===== config.mk =====
export PLATFORM = sky130hd
export DESIGN_NAME = gamepad_latch_and_report
export DESIGN_NICKNAME = d
export VERILOG_FILES = /design/src/glr_pkg.sv /design/src/glr_fifo.sv /design/src/glr_front.sv /design/src/glr_back.sv /design/src/gamepad_latch_and_report.sv
export SDC_FILE = /design/constraint.sdc
export NUM_CORES = 1
export LEC_CHECK = 0
export ABC_AREA = 1
export BUFFER_PORTS_ARGS = -buffer_cell sky130_fd_sc_hd__buf_2
export CAP_MARGIN = 20
export CORE_AREA = 10 10 309 192
export CTS_BUF_LIST = sky130_fd_sc_hd__clkbuf_2 sky130_fd_sc_hd__clkbuf_4 sky130_fd_sc_hd__clkbuf_8
export CTS_CLUSTER_DIAMETER = 60
export DETAILED_ROUTE_END_ITERATION = 8
export DIE_AREA = 0 0 319 202
export PLACE_DENSITY = 0.84
export RECOVER_POWER = 50
export SLEW_MARGIN = 20
export SYNTH_ARGS = -nofsm -noshare
export SYNTH_HDL_FRONTEND = slang
export SYNTH_SLANG_ARGS = --single-unit

===== constraint.sdc =====
create_clock -name clk -period 16.2 [get_ports clk]
set_input_delay 0.81 -clock clk [delete_from_list [all_inputs] [get_ports clk]]
set_output_delay 0.81 -clock clk [all_outputs]
set_load 0.02 [all_outputs]

===== src/glr_pkg.sv =====
`timescale 1ns / 1ps
// glr_pkg: shared types, codes and constants of the gamepad latch and report block
// depends on nothing; imported by every module under src

package glr_pkg;

    // action codes of an input word
    typedef enum logic [1:0] {
        ACT_PUBLISH = 2'd0,
        ACT_LATCH   = 2'd1,
        ACT_SHORT   = 2'd2,
        ACT_DEVICE  = 2'd3
    } glr_action_t;

    // path mode codes
    localparam logic [1:0] MODE_SHORT_ONLY  = 2'd1;
    localparam logic [1:0] MODE_DEVICE_ONLY = 2'd2;
    localparam logic [1:0] MODE_RESET       = MODE_SHORT_ONLY;

    localparam int PAD_PORTS_DEF = 2;
    localparam int CMD_DEPTH_DEF = 2;
    localparam int RES_DEPTH_DEF = 2;

    localparam logic [7:0] STICK_REST = 8'd128;

    // one pad sample
    typedef struct packed {
        logic [15:0] buttons;
        logic [7:0]  lx;
        logic [7:0]  ly;
        logic [7:0]  rx;
        logic [7:0]  ry;
        logic [7:0]  l2;
        logic [7:0]  r2;
        logic        linked;
    } glr_sample_t;

    // report job handed from front to back
    typedef struct packed {
        logic        is_device;
        glr_sample_t s;
    } glr_cmd_t;

    // one result word
    typedef struct packed {
        logic [7:0] data;
        logic [5:0] offset;
        logic       last;
    } glr_res_t;

    function automatic glr_sample_t sample_reset(input logic linked);
        glr_sample_t s;
        s         = '0;
        s.lx      = STICK_REST;
        s.ly      = STICK_REST;
        s.rx      = STICK_REST;
        s.ry      = STICK_REST;
        s.linked  = linked;
        return s;
    endfunction

endpackage


===== src/glr_fifo.sv =====
`timescale 1ns / 1ps
// glr_fifo: small generic register queue with count, used for jobs and results
// depends on glr_pkg for default sizes

module glr_fifo
    import glr_pkg::*;
#(
    parameter int WIDTH = 8,
    parameter int DEPTH = CMD_DEPTH_DEF
) (
    input  logic             clk,
    input  logic             rst_n,
    input  logic             push,
    input  logic [WIDTH-1:0] wr_data,
    output logic             full,
    input  logic             pop,
    output logic [WIDTH-1:0] rd_data,
    output logic             empty
);

    localparam int PTR_W = (DEPTH > 1) ? $clog2(DEPTH) : 1;
    localparam int CNT_W = $clog2(DEPTH + 1);

    logic [WIDTH-1:0] mem_reg [DEPTH];
    logic [PTR_W-1:0] wr_ptr_reg, wr_ptr_next;
    logic [PTR_W-1:0] rd_ptr_reg, rd_ptr_next;
    logic [CNT_W-1:0] count_reg, count_next;
    logic             do_push, do_pop;

    assign full    = (count_reg == CNT_W'(DEPTH));
    assign empty   = (count_reg == '0);
    assign do_push = push && !full;
    assign do_pop  = pop && !empty;
    assign rd_data = mem_reg[rd_ptr_reg];

    always_comb
    begin
        wr_ptr_next = wr_ptr_reg;
        rd_ptr_next = rd_ptr_reg;
        if (do_push)
        begin
            wr_ptr_next = (wr_ptr_reg == PTR_W'(DEPTH - 1)) ? '0 : wr_ptr_reg + 1'b1;
        end
        if (do_pop)
        begin
            rd_ptr_next = (rd_ptr_reg == PTR_W'(DEPTH - 1)) ? '0 : rd_ptr_reg + 1'b1;
        end
        unique case ({do_push, do_pop})
            2'b10:   count_next = count_reg + 1'b1;
            2'b01:   count_next = count_reg - 1'b1;
            default: count_next = count_reg;
        endcase
    end

    always_ff @(posedge clk or negedge rst_n)
    begin
        if (!rst_n)
        begin
            wr_ptr_reg <= '0;
            rd_ptr_reg <= '0;
            count_reg  <= '0;
        end
        else
        begin
            wr_ptr_reg <= wr_ptr_next;
            rd_ptr_reg <= rd_ptr_next;
            count_reg  <= count_next;
        end
    end

    always_ff @(posedge clk)
    begin
        if (do_push)
        begin
            mem_reg[wr_ptr_reg] <= wr_data;
        end
    end

endmodule


===== src/glr_front.sv =====
`timescale 1ns / 1ps
// glr_front: accepts input words, keeps polled, seen and held pad state per port
// depends on glr_pkg; feeds report jobs into the job queue

module glr_front
    import glr_pkg::*;
#(
    parameter int PAD_PORTS = PAD_PORTS_DEF
) (
    input  logic        clk,
    input  logic        rst_n,
    input  logic        push,
    output logic        full,
    input  logic [1:0]  action,
    input  logic        port,
    input  logic [15:0] button_mask,
    input  logic        link_up,
    input  logic [7:0]  left_x,
    input  logic [7:0]  left_y,
    input  logic [7:0]  right_x,
    input  logic [7:0]  right_y,
    input  logic [7:0]  l2_level,
    input  logic [7:0]  r2_level,
    input  logic        cmd_full,
    output logic        cmd_push,
    output glr_cmd_t    cmd
);

    localparam int IDX_W = (PAD_PORTS > 1) ? $clog2(PAD_PORTS) : 1;

    glr_sample_t poll_reg [PAD_PORTS];
    glr_sample_t held_reg [PAD_PORTS];
    logic [15:0] seen_reg [PAD_PORTS];

    glr_sample_t latch_val [PAD_PORTS];

    glr_action_t act;
    glr_sample_t pub;
    logic        accept;
    logic        in_range;
    logic [IDX_W-1:0] pidx;
    logic [IDX_W-1:0] sel_idx;

    assign act      = glr_action_t'(action);
    assign full     = cmd_full;
    assign accept   = push && !cmd_full;
    assign in_range = (int'(port) < PAD_PORTS);
    assign pidx     = IDX_W'(port);
    // a short read of a missing port reports port 0
    assign sel_idx  = in_range ? pidx : '0;

    always_comb
    begin
        pub.buttons = button_mask;
        pub.lx      = left_x;
        pub.ly      = left_y;
        pub.rx      = right_x;
        pub.ry      = right_y;
        pub.l2      = l2_level;
        pub.r2      = r2_level;
        pub.linked  = link_up;
    end

    // seen presses survive into the held frame
    always_comb
    begin
        for (int i = 0; i < PAD_PORTS; i++)
        begin
            latch_val[i]         = poll_reg[i];
            latch_val[i].buttons = poll_reg[i].buttons | seen_reg[i];
        end
    end

    assign cmd_push      = accept && (act == ACT_SHORT || act == ACT_DEVICE);
    assign cmd.is_device = (act == ACT_DEVICE);
    assign cmd.s         = (act == ACT_DEVICE) ? held_reg[0] : held_reg[sel_idx];

    always_ff @(posedge clk or negedge rst_n)
    begin
        if (!rst_n)
        begin
            for (int i = 0; i < PAD_PORTS; i++)
            begin
                poll_reg[i] <= sample_reset(i == 0);
                held_reg[i] <= sample_reset(i == 0);
                seen_reg[i] <= '0;
            end
        end
        else if (accept)
        begin
            unique case (act)
                ACT_PUBLISH:
                begin
                    if (in_range)
                    begin
                        poll_reg[pidx] <= pub;
                        seen_reg[pidx] <= seen_reg[pidx] | button_mask;
                    end
                end
                ACT_LATCH:
                begin
                    for (int i = 0; i < PAD_PORTS; i++)
                    begin
                        held_reg[i] <= latch_val[i];
                        seen_reg[i] <= poll_reg[i].buttons;
                    end
                end
                ACT_SHORT, ACT_DEVICE:
                begin
                end
            endcase
        end
    end

endmodule


===== src/glr_back.sv =====
`timescale 1ns / 1ps
// glr_back: report sequencer, one result word per step, with a calibration scaling stage
// depends on glr_pkg; takes jobs from the job queue, fills the result queue

module glr_back
    import glr_pkg::*;
(
    input  logic        clk,
    input  logic        rst_n,
    input  logic        cmd_valid,
    input  glr_cmd_t    cmd,
    output logic        cmd_pop,
    input  logic [1:0]  path_mode,
    input  logic [63:0] cal_low,
    input  logic [63:0] cal_high,
    input  logic        res_full,
    output logic        res_push,
    output glr_res_t    res
);

    localparam int B_UP    = 4;
    localparam int B_RIGHT = 5;
    localparam int B_DOWN  = 6;
    localparam int B_LEFT  = 7;
    localparam int B_L2    = 8;
    localparam int B_R2    = 9;
    localparam int B_L1    = 10;
    localparam int B_R1    = 11;
    localparam int B_TRI   = 12;
    localparam int B_CIR   = 13;
    localparam int B_CRO   = 14;
    localparam int B_SQU   = 15;

    localparam logic [4:0] SHORT_LAST   = 5'd17;
    localparam logic [4:0] DEVICE_LAST  = 5'd13;
    localparam logic [4:0] SILENT_LAST  = 5'd1;
    localparam logic [4:0] CHAN_FIRST   = 5'd6;
    localparam logic [7:0] KIND_PLAYER1 = 8'd2;

    // button shown in short report bytes 6..15
    function automatic logic [3:0] short_bit(input logic [3:0] k);
        logic [3:0] b;
        unique case (k)
            4'd0:    b = 4'(B_RIGHT);
            4'd1:    b = 4'(B_LEFT);
            4'd2:    b = 4'(B_UP);
            4'd3:    b = 4'(B_DOWN);
            4'd4:    b = 4'(B_TRI);
            4'd5:    b = 4'(B_CIR);
            4'd6:    b = 4'(B_CRO);
            4'd7:    b = 4'(B_SQU);
            4'd8:    b = 4'(B_L1);
            4'd9:    b = 4'(B_R1);
            default: b = 4'(B_RIGHT);
        endcase
        return b;
    endfunction

    // device report word offsets by step
    function automatic logic [5:0] dev_offset(input logic [4:0] st);
        logic [5:0] o;
        unique case (st)
            5'd0:    o = 6'd0;
            5'd1:    o = 6'd4;
            5'd2:    o = 6'd40;
            5'd3:    o = 6'd44;
            5'd4:    o = 6'd48;
            5'd5:    o = 6'd52;
            5'd6:    o = 6'd8;
            5'd7:    o = 6'd12;
            5'd8:    o = 6'd16;
            5'd9:    o = 6'd20;
            5'd10:   o = 6'd24;
            5'd11:   o = 6'd28;
            5'd12:   o = 6'd36;
            5'd13:   o = 6'd32;
            default: o = 6'd0;
        endcase
        return o;
    endfunction

    // 128 + (pos - neg) / 2, truncating toward zero
    function automatic logic [7:0] axis_of(input logic [7:0] neg, input logic [7:0] pos);
        logic signed [9:0] d;
        logic signed [9:0] h;
        d = $signed({2'b00, pos}) - $signed({2'b00, neg});
        h = (d + $signed({9'd0, d[9]})) >>> 1;
        return 8'(h + 10'sd128);
    endfunction

    logic [4:0]  step_reg, step_next;
    logic        s1_valid_reg;
    logic        s1_scale_reg;
    logic [7:0]  s1_data_reg;
    logic [5:0]  s1_offset_reg;
    logic        s1_last_reg;
    logic [15:0] s1_prod_reg;
    logic [7:0]  s1_lo_reg;

    logic        advance, issue, silent, last_step;
    logic [15:0] sb, db;
    logic [2:0]  chan;
    logic [7:0]  ch_val, lo, hi, l1v, r1v, l2v, r2v;
    logic        degen;
    logic [7:0]  a_data;
    logic [5:0]  a_offset;
    logic        a_scale;
    logic [15:0] a_prod;
    logic [16:0] x;
    logic [16:0] qx;
    logic [8:0]  r;

    assign advance   = !s1_valid_reg || !res_full;
    assign issue     = cmd_valid && advance;
    assign silent    = (path_mode == MODE_SHORT_ONLY) || !cmd.s.linked;
    assign last_step = cmd.is_device ? (step_reg == (silent ? SILENT_LAST : DEVICE_LAST))
                                     : (step_reg == SHORT_LAST);
    assign cmd_pop   = issue && last_step;
    assign step_next = issue ? (last_step ? '0 : step_reg + 1'b1) : step_reg;

    assign sb = (path_mode == MODE_DEVICE_ONLY) ? 16'd0 : cmd.s.buttons;
    assign db = cmd.s.buttons;

    assign chan = 3'(step_reg - CHAN_FIRST);
    assign l1v  = db[B_L1] ? 8'hFF : 8'h00;
    assign r1v  = db[B_R1] ? 8'hFF : 8'h00;
    assign l2v  = db[B_L2] ? 8'hFF : cmd.s.l2;
    assign r2v  = db[B_R2] ? 8'hFF : cmd.s.r2;
    assign lo   = cal_low[{chan, 3'b000} +: 8];
    assign hi   = cal_high[{chan, 3'b000} +: 8];
    assign degen = (hi <= lo);

    always_comb
    begin
        unique case (chan)
            3'd0: ch_val = cmd.s.lx;
            3'd1: ch_val = cmd.s.ly;
            3'd2: ch_val = axis_of(l2v, r2v);
            3'd3: ch_val = axis_of(l1v, r1v);
            3'd4: ch_val = cmd.s.rx;
            3'd5: ch_val = cmd.s.ry;
            3'd6: ch_val = db[B_TRI] ? 8'hFF : 8'h00;
            3'd7: ch_val = db[B_SQU] ? 8'hFF : 8'h00;
        endcase
    end

    // first stage: pick the word, start the calibration product
    always_comb
    begin
        a_scale = 1'b0;
        a_prod  = 16'(ch_val) * 16'(hi - lo);
        if (cmd.is_device)
        begin
            a_offset = dev_offset(step_reg);
            unique case (step_reg)
                5'd0:    a_data = silent ? 8'd0 : KIND_PLAYER1;
                5'd1:    a_data = 8'd0;
                5'd2:    a_data = ~db[7:0];
                5'd3:    a_data = ~db[15:8];
                5'd4:    a_data = 8'hFF;
                5'd5:    a_data = 8'hFF;
                default:
                begin
                    // degenerate bounds report lower bound minus one, floor zero
                    a_data  = (lo == 8'd0) ? 8'd0 : lo - 8'd1;
                    a_scale = !degen;
                end
            endcase
        end
        else
        begin
            a_offset = 6'(step_reg);
            unique case (step_reg)
                5'd0:    a_data = ~sb[7:0];
                5'd1:    a_data = ~sb[15:8];
                5'd2:    a_data = cmd.s.rx;
                5'd3:    a_data = cmd.s.ry;
                5'd4:    a_data = cmd.s.lx;
                5'd5:    a_data = cmd.s.ly;
                5'd16:   a_data = sb[B_L2] ? cmd.s.l2 : 8'd0;
                5'd17:   a_data = sb[B_R2] ? cmd.s.r2 : 8'd0;
                default: a_data = sb[short_bit(4'(step_reg - CHAN_FIRST))] ? 8'hFF : 8'h00;
            endcase
        end
    end

    always_ff @(posedge clk or negedge rst_n)
    begin
        if (!rst_n)
        begin
            step_reg     <= '0;
            s1_valid_reg <= 1'b0;
            s1_scale_reg <= 1'b0;
        end
        else
        begin
            step_reg <= step_next;
            if (advance)
            begin
                s1_valid_reg <= issue;
                s1_scale_reg <= a_scale;
            end
        end
    end

    always_ff @(posedge clk)
    begin
        if (advance)
        begin
            s1_data_reg   <= a_data;
            s1_offset_reg <= a_offset;
            s1_last_reg   <= last_step;
            s1_prod_reg   <= a_prod;
            s1_lo_reg     <= lo;
        end
    end

    // second stage: (prod + 127) / 255 by add and shift, exact below 65535
    assign x  = 17'(s1_prod_reg) + 17'd127;
    assign qx = x + (x >> 8) + 17'd1;
    assign r  = 9'(s1_lo_reg) + 9'(qx[15:8]);

    assign res_push   = s1_valid_reg && !res_full;
    assign res.data   = s1_scale_reg ? r[7:0] : s1_data_reg;
    assign res.offset = s1_offset_reg;
    assign res.last   = s1_last_reg;

endmodule


===== src/gamepad_latch_and_report.sv =====
`timescale 1ns / 1ps
// gamepad_latch_and_report: top level, config registers, front, job queue, back, result queue
// depends on glr_pkg, glr_front, glr_fifo, glr_back
//
// channel   direction  handshake            word
// input     in         push / full          action, port, button_mask, link_up, sticks, triggers
// result    out        empty / pop          data, offset, last
// config    in         cfg_wr_en            cfg_index, cfg_data (64 bits)
//
// publish and latch take effect at the accepting edge and give no result
// a short read gives 18 words, a device report 14 (2 when silenced), one word per clock while the result queue has room
// the back sequencer sets that rate: one step per word, held in its stage register, then queued
// the job queue lets new words be accepted while a report is still being sent
// reset clears all pad state to neutral sticks and released buttons, port 0 linked
// a full result queue stalls the back only; a full job queue raises full

module gamepad_latch_and_report
    import glr_pkg::*;
#(
    parameter int PAD_PORTS = PAD_PORTS_DEF,
    parameter int CMD_DEPTH = CMD_DEPTH_DEF,
    parameter int RES_DEPTH = RES_DEPTH_DEF
) (
    input  logic        clk,
    input  logic        rst_n,
    // input queue side
    input  logic        push,
    output logic        full,
    input  logic [1:0]  action,
    input  logic        port,
    input  logic [15:0] button_mask,
    input  logic        link_up,
    input  logic [7:0]  left_x,
    input  logic [7:0]  left_y,
    input  logic [7:0]  right_x,
    input  logic [7:0]  right_y,
    input  logic [7:0]  l2_level,
    input  logic [7:0]  r2_level,
    // result queue side
    output logic        empty,
    input  logic        pop,
    output logic [7:0]  data,
    output logic [5:0]  offset,
    output logic        last,
    // config write port
    input  logic        cfg_wr_en,
    input  logic [1:0]  cfg_index,
    input  logic [63:0] cfg_data
);

    localparam logic [1:0] CFG_PATH_MODE = 2'd0;
    localparam logic [1:0] CFG_CAL_LOW   = 2'd1;
    localparam logic [1:0] CFG_CAL_HIGH  = 2'd2;

    logic [1:0]  path_mode_reg;
    logic [63:0] cal_low_reg;
    logic [63:0] cal_high_reg;

    // front to job queue
    logic        cmd_push, cmd_full, cmd_empty, cmd_pop;
    glr_cmd_t    cmd_in, cmd_head;

    // back to result queue
    logic        res_push, res_full;
    glr_res_t    res_in, res_head;

    // config registers, written only while idle: a rule for the user, the block does not enforce it
    always_ff @(posedge clk or negedge rst_n)
    begin
        if (!rst_n)
        begin
            path_mode_reg <= MODE_RESET;
            cal_low_reg   <= '0;
            cal_high_reg  <= '0;
        end
        else if (cfg_wr_en)
        begin
            unique case (cfg_index)
                CFG_PATH_MODE: path_mode_reg <= cfg_data[1:0];
                CFG_CAL_LOW:   cal_low_reg   <= cfg_data;
                CFG_CAL_HIGH:  cal_high_reg  <= cfg_data;
                default:
                begin
                end
            endcase
        end
    end

    glr_front #(
        .PAD_PORTS (PAD_PORTS)
    ) u_front (
        .clk         (clk),
        .rst_n       (rst_n),
        .push        (push),
        .full        (full),
        .action      (action),
        .port        (port),
        .button_mask (button_mask),
        .link_up     (link_up),
        .left_x      (left_x),
        .left_y      (left_y),
        .right_x     (right_x),
        .right_y     (right_y),
        .l2_level    (l2_level),
        .r2_level    (r2_level),
        .cmd_full    (cmd_full),
        .cmd_push    (cmd_push),
        .cmd         (cmd_in)
    );

    // job queue: snapshot of the held sample taken at accept
    glr_fifo #(
        .WIDTH ($bits(glr_cmd_t)),
        .DEPTH (CMD_DEPTH)
    ) u_cmd_q (
        .clk     (clk),
        .rst_n   (rst_n),
        .push    (cmd_push),
        .wr_data (cmd_in),
        .full    (cmd_full),
        .pop     (cmd_pop),
        .rd_data (cmd_head),
        .empty   (cmd_empty)
    );

    glr_back u_back (
        .clk       (clk),
        .rst_n     (rst_n),
        .cmd_valid (!cmd_empty),
        .cmd       (cmd_head),
        .cmd_pop   (cmd_pop),
        .path_mode (path_mode_reg),
        .cal_low   (cal_low_reg),
        .cal_high  (cal_high_reg),
        .res_full  (res_full),
        .res_push  (res_push),
        .res       (res_in)
    );

    // result queue, oldest word on the ports while not empty
    glr_fifo #(
        .WIDTH ($bits(glr_res_t)),
        .DEPTH (RES_DEPTH)
    ) u_res_q (
        .clk     (clk),
        .rst_n   (rst_n),
        .push    (res_push),
        .wr_data (res_in),
        .full    (res_full),
        .pop     (pop),
        .rd_data (res_head),
        .empty   (empty)
    );

    assign data   = res_head.data;
    assign offset = res_head.offset;
    assign last   = res_head.last;

endmodule


After elaboration in Yosys (flattened, before gate mapping)
Memory sizes are Yosys's and may differ from the RTL's. Index checks and enable logic that the tools add are counted.

Output and inout bits: 17. Memory bits (read-only): 128. Logic and storage cells: 214. Memories kept: 4. Memory bits (writable): 162. Input port bits: 139. Register bits after elaboration: 476.

Shift-type cells: 2. Multiply operators: 1. Equality and inequality tests: 28. Order comparisons: 4. Muxes and demuxes: 52. Bitwise gates (word level): 9. Reductions and logical operators: 40. Add/subtract/negate cells: 22.

Memory list: u_cmd_q.mem_reg (depth 2, width 66, read ports 1, clocked after Yosys merged registers in 0, write ports 1, RTL line glr_fifo.sv:24) `logic [WIDTH-1:0] mem_reg [DEPTH];`; (name not given) (depth 16, width 4, read ports 1, clocked after Yosys merged registers in 0, write ports 0, RTL line glr_back.sv:62) `unique case (st)`; (name not given) (depth 16, width 4, read ports 1, clocked after Yosys merged registers in 0, write ports 0, RTL line glr_back.sv:43) `unique case (k)`; u_res_q.mem_reg (depth 2, width 15, read ports 1, clocked after Yosys merged registers in 0, write ports 1, RTL line glr_fifo.sv:24).

Operators with widths (count): 65-bit 2-to-1 mux (5); 130-bit bitwise mux (1); 8-bit case mux with 8 select lines (2); 64-bit by 7-bit variable part select with 8-bit output (2); 8-bit 2-to-1 mux (12); 16-bit 2-to-1 mux (5); 65-bit demux with 1-bit select (1); 32-bit case mux with 2 select lines (1); 16-bit OR (3); 8-bit case mux with 5 select lines (1); 32-bit bitwise mux (1); 8-bit NOT (4); 8-bit by 8-bit subtractor with 9-bit output (3); 9-bit by 2-bit adder with 9-bit output (2); 16-bit by 7-bit adder with 17-bit output, second input constant (1); 16-bit by 1-bit adder with 16-bit output, second input constant (1); 16-bit by 9-bit adder with 16-bit output (1); 8-bit adder, second input constant (2); 16-bit demux with 1-bit select (1); 2-bit == test, second input constant (8); 8-bit by 16-bit multiplier with 16-bit output (1); 5-bit 2-to-1 mux (3); 3-bit == test, second input constant (4); 1-bit 2-to-1 mux (12); other kinds (37) (81).

Logic depth before layout (Yosys ltp)
Gate-level depths: netlist of run 1. An unclocked memory read counts as a cell.

Word-level depth: 10. Depth in mapped cells: 46. Depth with buffers taken out: 43.

By module
A second synthesis of run 1 with hierarchy kept.

Cells, all modules: 3947. Area, all modules: 33646.0 um^2.

By module, submodules not included: glr_front (instances 1, area an instance 12572.1 um^2, seq. area each 7329.5 um^2, cells an instance 1554); glr_back (instances 1, area an instance 8943.6 um^2, seq. area each 1346.3 um^2, cells an instance 1322); gamepad_latch_and_report (instances 1, area an instance 5735.5 um^2, seq. area each 3254.4 um^2, cells an instance 582); glr_fifo (u_cmd_q) (instances 1, area an instance 5048.6 um^2, seq. area each 4063.9 um^2, cells an instance 378); glr_fifo (u_res_q) (instances 1, area an instance 1346.3 um^2, seq. area each 1001.0 um^2, cells an instance 111).

Worst setup path before layout of run 1
Ideal clock, no wire load.

Kind: register -> register. From: reg u_back.step_reg[1]. To: reg u_back.s1_prod_reg[15], data pin. Path slack: 8613 ps. Cell stages (with the launch flop): 32. Arrival: 7338 ps. Required time: 15951 ps. Setup time: 249 ps. Period minus slack after synthesis: 7587 ps. Buffers on the path: 5. Path through: dfrtp_1 > inv_1 > clkbuf_1 > clkbuf_1 > ha_1 > buf_6 > inv_4 > buf_6 > clkbuf_1 > o21a_1 > ha_1 > inv_1 > fa_1 > a31oi_1 > nor2_1 > nor4_4 > nand3_1 > fa_1 > inv_1 > fa_1 > inv_1 > fa_1 > fa_1 > inv_1 > ha_1 > nand4_1 > o311ai_0 > xnor2_1 > inv_1 > nand3_1 > nand2_1 > inv_1.

Longest elaborated chain between the ends: 4. Elaborated cells on any way between the ends: 14. Those cells by class: 2 x add/sub; 1 x mul; 7 x eq/ne; 2 x shift; 1 x mux; 1 x reduce/logical.

Ends and longest elaborated chain: start, declared (RTL line glr_back.sv:91) `logic [4:0] step_reg, step_next;`; start signal, assigned (RTL line glr_back.sv:197) `step_reg <= step_next;`; 4-bit by 3-bit subtractor with 4-bit output (RTL line glr_back.sv:124) `assign chan = 3'(step_reg - CHAN_FIRST);`; 64-bit by 7-bit variable part select with 8-bit output (RTL line glr_back.sv:129) `assign lo = cal_low[{chan, 3'b000} +: 8];`; named net u_back.lo[0] (RTL line glr_back.sv:103) `logic [7:0] ch_val, lo, hi, l1v, r1v, l2v, r2v;`; 8-bit by 8-bit subtractor with 9-bit output (RTL line glr_back.sv:151) `a_prod = 16'(ch_val) * 16'(hi - lo);`; 8-bit by 16-bit multiplier with 16-bit output (RTL line glr_back.sv:151); named net u_back.a_prod[15] (RTL line glr_back.sv:108) `logic [15:0] a_prod;`; end signal, assigned (RTL line glr_back.sv:213) `s1_prod_reg <= a_prod;`; end, declared (RTL line glr_back.sv:97) `logic [15:0] s1_prod_reg;`.

The timed path passes the listed nets, and every way through them passes these cells. A chain may end at the register's enable or synchronous reset.

Final worst setup path of run 1
From: reg u_cmd_q.rd_ptr_reg. To: reg u_back.s1_prod_reg[15], data pin.

Longest elaborated chain between the ends: 7. Elaborated cells on any way between the ends: 15. Those cells by class: 6 x add/sub; 1 x mul; 7 x mux; 1 x memory.

Ends and longest elaborated chain: start, declared (RTL line glr_fifo.sv:26) `logic [PTR_W-1:0] rd_ptr_reg, rd_ptr_next;`; start signal, assigned (RTL line glr_fifo.sv:66) `rd_ptr_reg <= rd_ptr_next;`; memory 2 x 66 bit (*); 8-bit 2-to-1 mux, on equally long branches; 8-bit by 8-bit subtractor with 9-bit output (RTL line glr_back.sv:86) `d = $signed({2'b00, pos}) - $signed({2'b00, neg});`; 9-bit by 2-bit adder with 9-bit output (RTL line glr_back.sv:87) `h = (d + $signed({9'd0, d[9]})) >>> 1;`; 8-bit adder (RTL line glr_back.sv:88) `return 8'(h + 10'sd128);`; 8-bit case mux with 8 select lines (*) (RTL line glr_back.sv:135) `unique case (chan)`; 8-bit by 16-bit multiplier with 16-bit output (*) (RTL line glr_back.sv:151); named net u_back.a_prod[15] (RTL line glr_back.sv:108).

The timed path passes the listed nets; every way through them passes the cells marked *.

==> impl_results.md, run 1 <==
- Synth warn: 0
- DP HPWL: 56600 µm
- Initial antenna violation count: 0
- Post-synth EDFFs: between 200 and 250
- Total CTS buffers: slightly above 90
- Fmax: between 100 and 150 MHz
- Violations in the final reports: max-capacitance violations, max-slew violations
- Vias in the first global route: between 20000 and 25000
- Site Rows: 66
- Max Clock Skew: 0.0523 ns
- Met3 WL: 7920 µm
- Setup crit start: u_cmd_q.rd_ptr_reg
- GP Congestion: ~1
- Post-synth cell types: 72
- Hold_sp: r2_level[2]
- Setup_tns: 0 ns
- Area growth syn-to-layout: 9.99%
- Crit path DAT: 9.24 ns
- Synth Cell Area: approximately 32000 µm²
- Chip height: between 200 and 250 µm
- Final setup fails: 0
- First-pass GRT wire length: ~130000 µm
- FF+latch area: roughly 17000 µm²
- Max Cap Viol: 10
- Final hold violation count: 0
- Yosys reg bits: 638
- M1 wire length: 37100 µm
- Highest routed layer: met4
- Max reg flops: about 130
- Most common cell after layout, fill and taps aside: nand2_1
- R2r startpoint: u_cmd_q.rd_ptr_reg
- Share of layout cells above drive strength 1: 12.2%
- Top_reg_cell synth: dfrtp_1
- Clock sink total: 638
- Slew Viols, Final: roughly 740
- Reg clk slew, reported paths: around 0.07 ns
- CTS tree: yes
- WL met2: 34100 µm
- WL final: a little over 80000 µm
- Req. time, crit path: approximately 17 ns
- RSZ-0062 raised after global routing: false
- Vias after detailed routing: ~25000
- Final Non-Filler Cells: about 4400
- Worst-margin pin slew: ~5.3 ns
- Syn Nets: roughly 3800
- Crit. End Element: register
- Die Width: about 320 µm
- Top Ports: between 150 and 200
- Root buffer cell: clkbuf_8
- Placed instance area: between 30000 and 40000 µm²
- Die area: 64400 µm²
- Nets: just under 4000
- Minimum clock period: 8.82 ns
- Antenna Cells: 0
- CP max stage cell: o311ai_0
- Final ANT Viol Nets: 0
- Port bufs: ~160
- Sequential fraction of the synthesis area: between 50% and 60%
- Drt drc: 0
- Total global routing track utilization: about a quarter
- Crit-path max cell delay: approximately 0.76 ns
- Critical path launch point type: register
- Cells after DPL: ~4200
- Crit-path max FO: 41
- Synth Instances: 3490
- FFs w/ async S/R, synth: a little under 70%
- DR vias/cell: between 5 and 6
- WL/cell: 18.3 µm
- Filler cells: roughly 4300
- Fin crit share: 54.4%
- Clk Latency, worst-skew pair: roughly 0.7 ns
- Crit Path Category: register to register
- Clk buf depth: 3
- Largest net degree at the start of global routing: approximately 130
- Most Frequent Cell on Critical Path: inv_1
- Setup Fix Bufs, Post-CTS: 0
- Grt ovf: 0
- Worst relative slew slack: -254%
- Final core utilization: between 60% and 70%
- CTS H-tree depth: 3
- Final Cell Area: about 35000 µm²
- Min-delay worst type: input port to register
- Initial Utilization: 59.5%
- Avg Inst Size Synth: slightly above 9 µm²
- Initial DRT Pass Iterations: 5
- CTS Hold Buffers Added: 0
- Gates resized, CTS repair: 0
- Multi-input logic area: roughly 13000 µm²
- Total core area: about 54000 µm²
- Drt first-iter violations: 3041
- Status: finished, violations left
- Commonest non-fill, non-tap cells in the layout: nand2_1 (937), o21ai_0 (474), dfrtp_1 (416)
-- routing by layer --
layer,global-route usage (%),vias up
met4,5.68,0
met1,37.8,11800
li1,-,11600
met3,6.06,119
met5,0,-
met2,35.2,1097
-- cell families after synthesis --
logic type / count (synthesis) / share of synthesized area (%)
XOR/XNOR: 57 / 1.59
multiplexers: 83 / 2.81
adder cells (fa/ha/maj): 131 / 6.55
flip-flops: 638 / 53.3
buffers and inverters: 548 / 6.83
AO/OA/AOI/OAI: 701 / 12.0
AND/OR/NAND/NOR: 1332 / 16.9
-- final timing paths --
check	to	slack [ns]	depth (start not counted)
max reg2reg	u_back.s1_prod_reg[15]	7.38	36
max	u_back.s1_prod_reg[15]	7.38	36
min in group asynchronous	cal_low_reg[28]	2.04	1
min	u_front.latch_val[68]	0.37	3
min reg2reg	u_res_q.mem_reg[1][2]	0.45	0
max in group asynchronous	u_front.held_reg[47]	7.60	4
-- worst max-delay path, delay by kind of cell (launching register included) --
kind                       cells  cell delay, ns
DFF                            1            0.74
adders and majority gates      7            3.03
AOI/OAI and AO/OA              3            1.28
and+or+nand+nor               17            2.04
buffers and inverters          8            1.20
xor gates and xnor gates       1            0.21
-- stage by stage --
| stage | worst slack [ns] | hold slack, ns |
|---|---|---|
| after floorplan | 8.61 | 0.421 |
| after global placement | 7.82 | 0.427 |
| after detailed placement | 7.56 | 0.432 |
| after CTS | 7.51 | 0.102 |
| after global routing | 5.97 | 0.367 |
| final | 7.38 | 0.367 |
-- final cells by class --
type,count,area share (%)
Tap cell,714,2.55
Clock buffer,145,5.08
Inverter,394,4.23
Timing Repair Buffer,184,2.70
Multi-Input combinational cell,2304,36.4
Sequential cell,638,48.4
Clock inverter,25,0.571
-- synthesized netlist by cell type (all sizes together) (20+ instances only) --
cell | number | area (µm²)
inv | 393 | 1480
a21oi | 102 | 522
clkbuf | 124 | 465
nor2 | 260 | 1050
o21ai | 496 | 2520
buf | 30 | 231
mux2 | 49 | 552
xnor2 | 20 | 183
dfrtp | 418 | 10500
fa | 60 | 1200
nand3 | 59 | 340
edfxtp | 201 | 6040
mux2i | 34 | 344
o22ai | 39 | 244
xor2 | 37 | 324
nand2 | 954 | 3640
ha | 71 | 888
Power of run 1 is not shown: default switching activity piles up to over one toggle a cycle in this logic, so the estimate is an artifact.
==> inputs of run 2 (changes only) <==
==> constraint.sdc (replaced) <==
create_clock -name clk -period 8.6 [get_ports clk]
set_input_delay 0.43 -clock clk [delete_from_list [all_inputs] [get_ports clk]]
set_output_delay 0.43 -clock clk [all_outputs]
set_load 0.02 [all_outputs]
==> run 2 against run 1 <==
- die area did not move
- worst setup slack got worse by 6.9 ns
- global-route usage rose by 1.3 points
- the run still ends with max-capacitance violations, max-slew violations left
- clock skew rose by 0.0068 ns
- highest routed layer is now met5
- final area rose by 3.3%
==> impl_results.md, run 2 (synthesized netlist as in run 1, its figures left out) <==
- Share of layout cells above drive strength 1: 11.4% (-0.86 points)
- Initial antenna violation count: 5 (+5)
- Initial DRT Pass Iterations: 7 (+2)
- GP Congestion: 1.04 (+1.7%)
- Site Rows: 66 (unchanged)
- Crit Path Category: register to register
- Met3 WL: 9770 µm (+23%)
- Drt first-iter violations: 3473 (+14%)
- Total core area: 53600 µm² (unchanged)
- Minimum clock period: 8.08 ns (-0.736 ns)
- Final hold violation count: 0 (unchanged)
- Die Width: 319 µm (unchanged)
- Crit-path max cell delay: 0.54 ns (-0.22 ns)
- Max Clock Skew: 0.0590 ns (+0.00676 ns)
- Crit path DAT: 8.54 ns (-0.70 ns)
- Clk Latency, worst-skew pair: 0.74 ns (+0.04 ns)
- Min-delay worst type: input port to register
- Top Ports: 156 (unchanged)
- Fmax: 124 MHz (+9.1%)
- Total CTS buffers: 90 (-1.1%)
- Violations in the final reports: max-capacitance violations, max-slew violations
- Initial Utilization: 59.5% (unchanged)
- WL/cell: 18.9 µm (+3.4%)
- CP max stage cell: fa_1
- Fin crit share: 94.0% (+40 points)
- Port bufs: 155 (unchanged)
- Clock sink total: 638 (unchanged)
- Most common cell after layout, fill and taps aside: nand2_1
- Slew Viols, Final: 776 (+4.7%)
- Die area: 64400 µm² (unchanged)
- Area growth syn-to-layout: 13.6%
- Vias after detailed routing: 25800 (+5.1%)
- CTS tree: yes
- Crit. End Element: register
- Critical path launch point type: register
- Highest routed layer: met5
- Max reg flops: 132 (unchanged)
- Root buffer cell: clkbuf_8
- Drt drc: 0 (unchanged)
- Setup_tns: 0 ns (unchanged)
- DP HPWL: 56800 µm (+0.36%)
- M1 wire length: 37200 µm (+0.34%)
- WL met2: 36300 µm (+6.5%)
- Final setup fails: 0 (unchanged)
- Worst relative slew slack: -230% (+24 points)
- Commonest non-fill, non-tap cells in the layout: nand2_1 (936), o21ai_0 (475), dfrtp_1 (416)
- Reg clk slew, reported paths: 0.07 ns (about the same)
- Crit-path max FO: 38 (-7.3%)
- DR vias/cell: 5.71 (+2.2%)
- Vias in the first global route: 24700 (+4.4%)
- Total global routing track utilization: 26.1% (+1.3 points)
- Nets: 4003 (+3.1%)
- Status: finished, violations left
- Largest net degree at the start of global routing: 169 (+31%)
- Final core utilization: 67.6% (+2.2 points)
- Most Frequent Cell on Critical Path: inv_1
- RSZ-0062 raised after global routing: false
- Clk buf depth: 3 (unchanged)
- Final ANT Viol Nets: 0 (unchanged)
- Worst-margin pin slew: 4.96 ns (-0.358 ns)
- First-pass GRT wire length: 135000 µm (+4.3%)
- Max Cap Viol: 10 (unchanged)
- Chip height: 202 µm (unchanged)
- Grt ovf: 0 (unchanged)
- WL final: 85600 µm (+6.3%)
- CTS H-tree depth: 3 (unchanged)
- Req. time, crit path: 9.05 ns (-7.57 ns)
-- run 2: cell types whose count changed in the layout (fill, tap and decap cells not counted), sizes merged, moves of 2 or more --
| cell | delta |
|---|---|
| dlygate4sd3 | +116 |
| clkbuf | -2 |
| diode | +3 |
| buf | +2 |
| inv | +2 |
| clkinv | +2 |
-- run 2: metrics by stage --
stage | cell area, µm² | setup slack [ns] | cells | hold slack [ns]
after floorplan | 31900 | 1.01 | 3490 | 0.134
after global placement | 33200 | 0.708 | 4238 | 0.426
after detailed placement | 33200 | 0.480 | 4238 | 0.434
after CTS | 36300 | 0.424 | 4522 | 0.00268
after global routing | 36200 | 0.0499 | 4526 | 0.0118
final | 36200 | 0.516 | 4526 | 0.0387
-- run 2: repair_timing --
action	4_1_cts	5_1_grt
buffers inserted	0	0
hold endpoints to repair	298	0
hold buffers	116	0
gates resized for setup	0	1
setup endpoints to repair	0	1
-- run 2: worst max-delay path, delay by kind of cell (launching register included) --
| family | cells | cell delay (ns) |
|---|---|---|
| buffers and inverters | 9 | 0.88 |
| flip-flops | 1 | 0.41 |
| AO/OA/AOI/OAI | 3 | 1.23 |
| adder cells (fa/ha/maj) | 7 | 2.96 |
| XOR/XNOR | 1 | 0.18 |
| AND/OR/NAND/NOR | 16 | 2.16 |
-- run 2: layout make-up --
type | count | area, µm²
Timing Repair Buffer | 305 | 2150
Inverter | 394 | 1480
Antenna cell | 3 | 7.51
Fill cell | 3972 | 17400
Multi-Input combinational cell | 2304 | 12800
Clock inverter | 28 | 226
Tap cell | 714 | 893
Clock buffer | 140 | 1710
Sequential cell | 638 | 17000
-- run 2: path summary, 6_finish.rpt --
check,slack (ns),to,startpoint,cells after the start
worst max-delay path,0.52,u_back.s1_prod_reg[15],u_cmd_q.rd_ptr_reg,36
worst max register to register,0.52,u_back.s1_prod_reg[15],u_cmd_q.rd_ptr_reg,36
worst min-delay path,0.04,cal_high_reg[43],cfg_data[43],3
min in group asynchronous,1.84,cal_high_reg[15],rst_n,2
worst min register to register,0.45,u_res_q.mem_reg[1][1],u_back.s1_offset_reg[0],0
max in group asynchronous,1.46,u_cmd_q.rd_ptr_reg,rst_n,4
-- run 2: metal layers --
| metal | vias to the layer above | global-route usage [%] |
|---|---|---|
| met3 | 204 | 9.07 |
| met5 | - | 0 |
| met2 | 1368 | 37.2 |
| li1 | 11800 | - |
| met1 | 12400 | 37.4 |
| met4 | 4 | 7.29 |
Power of run 2 is left out for the same reason.
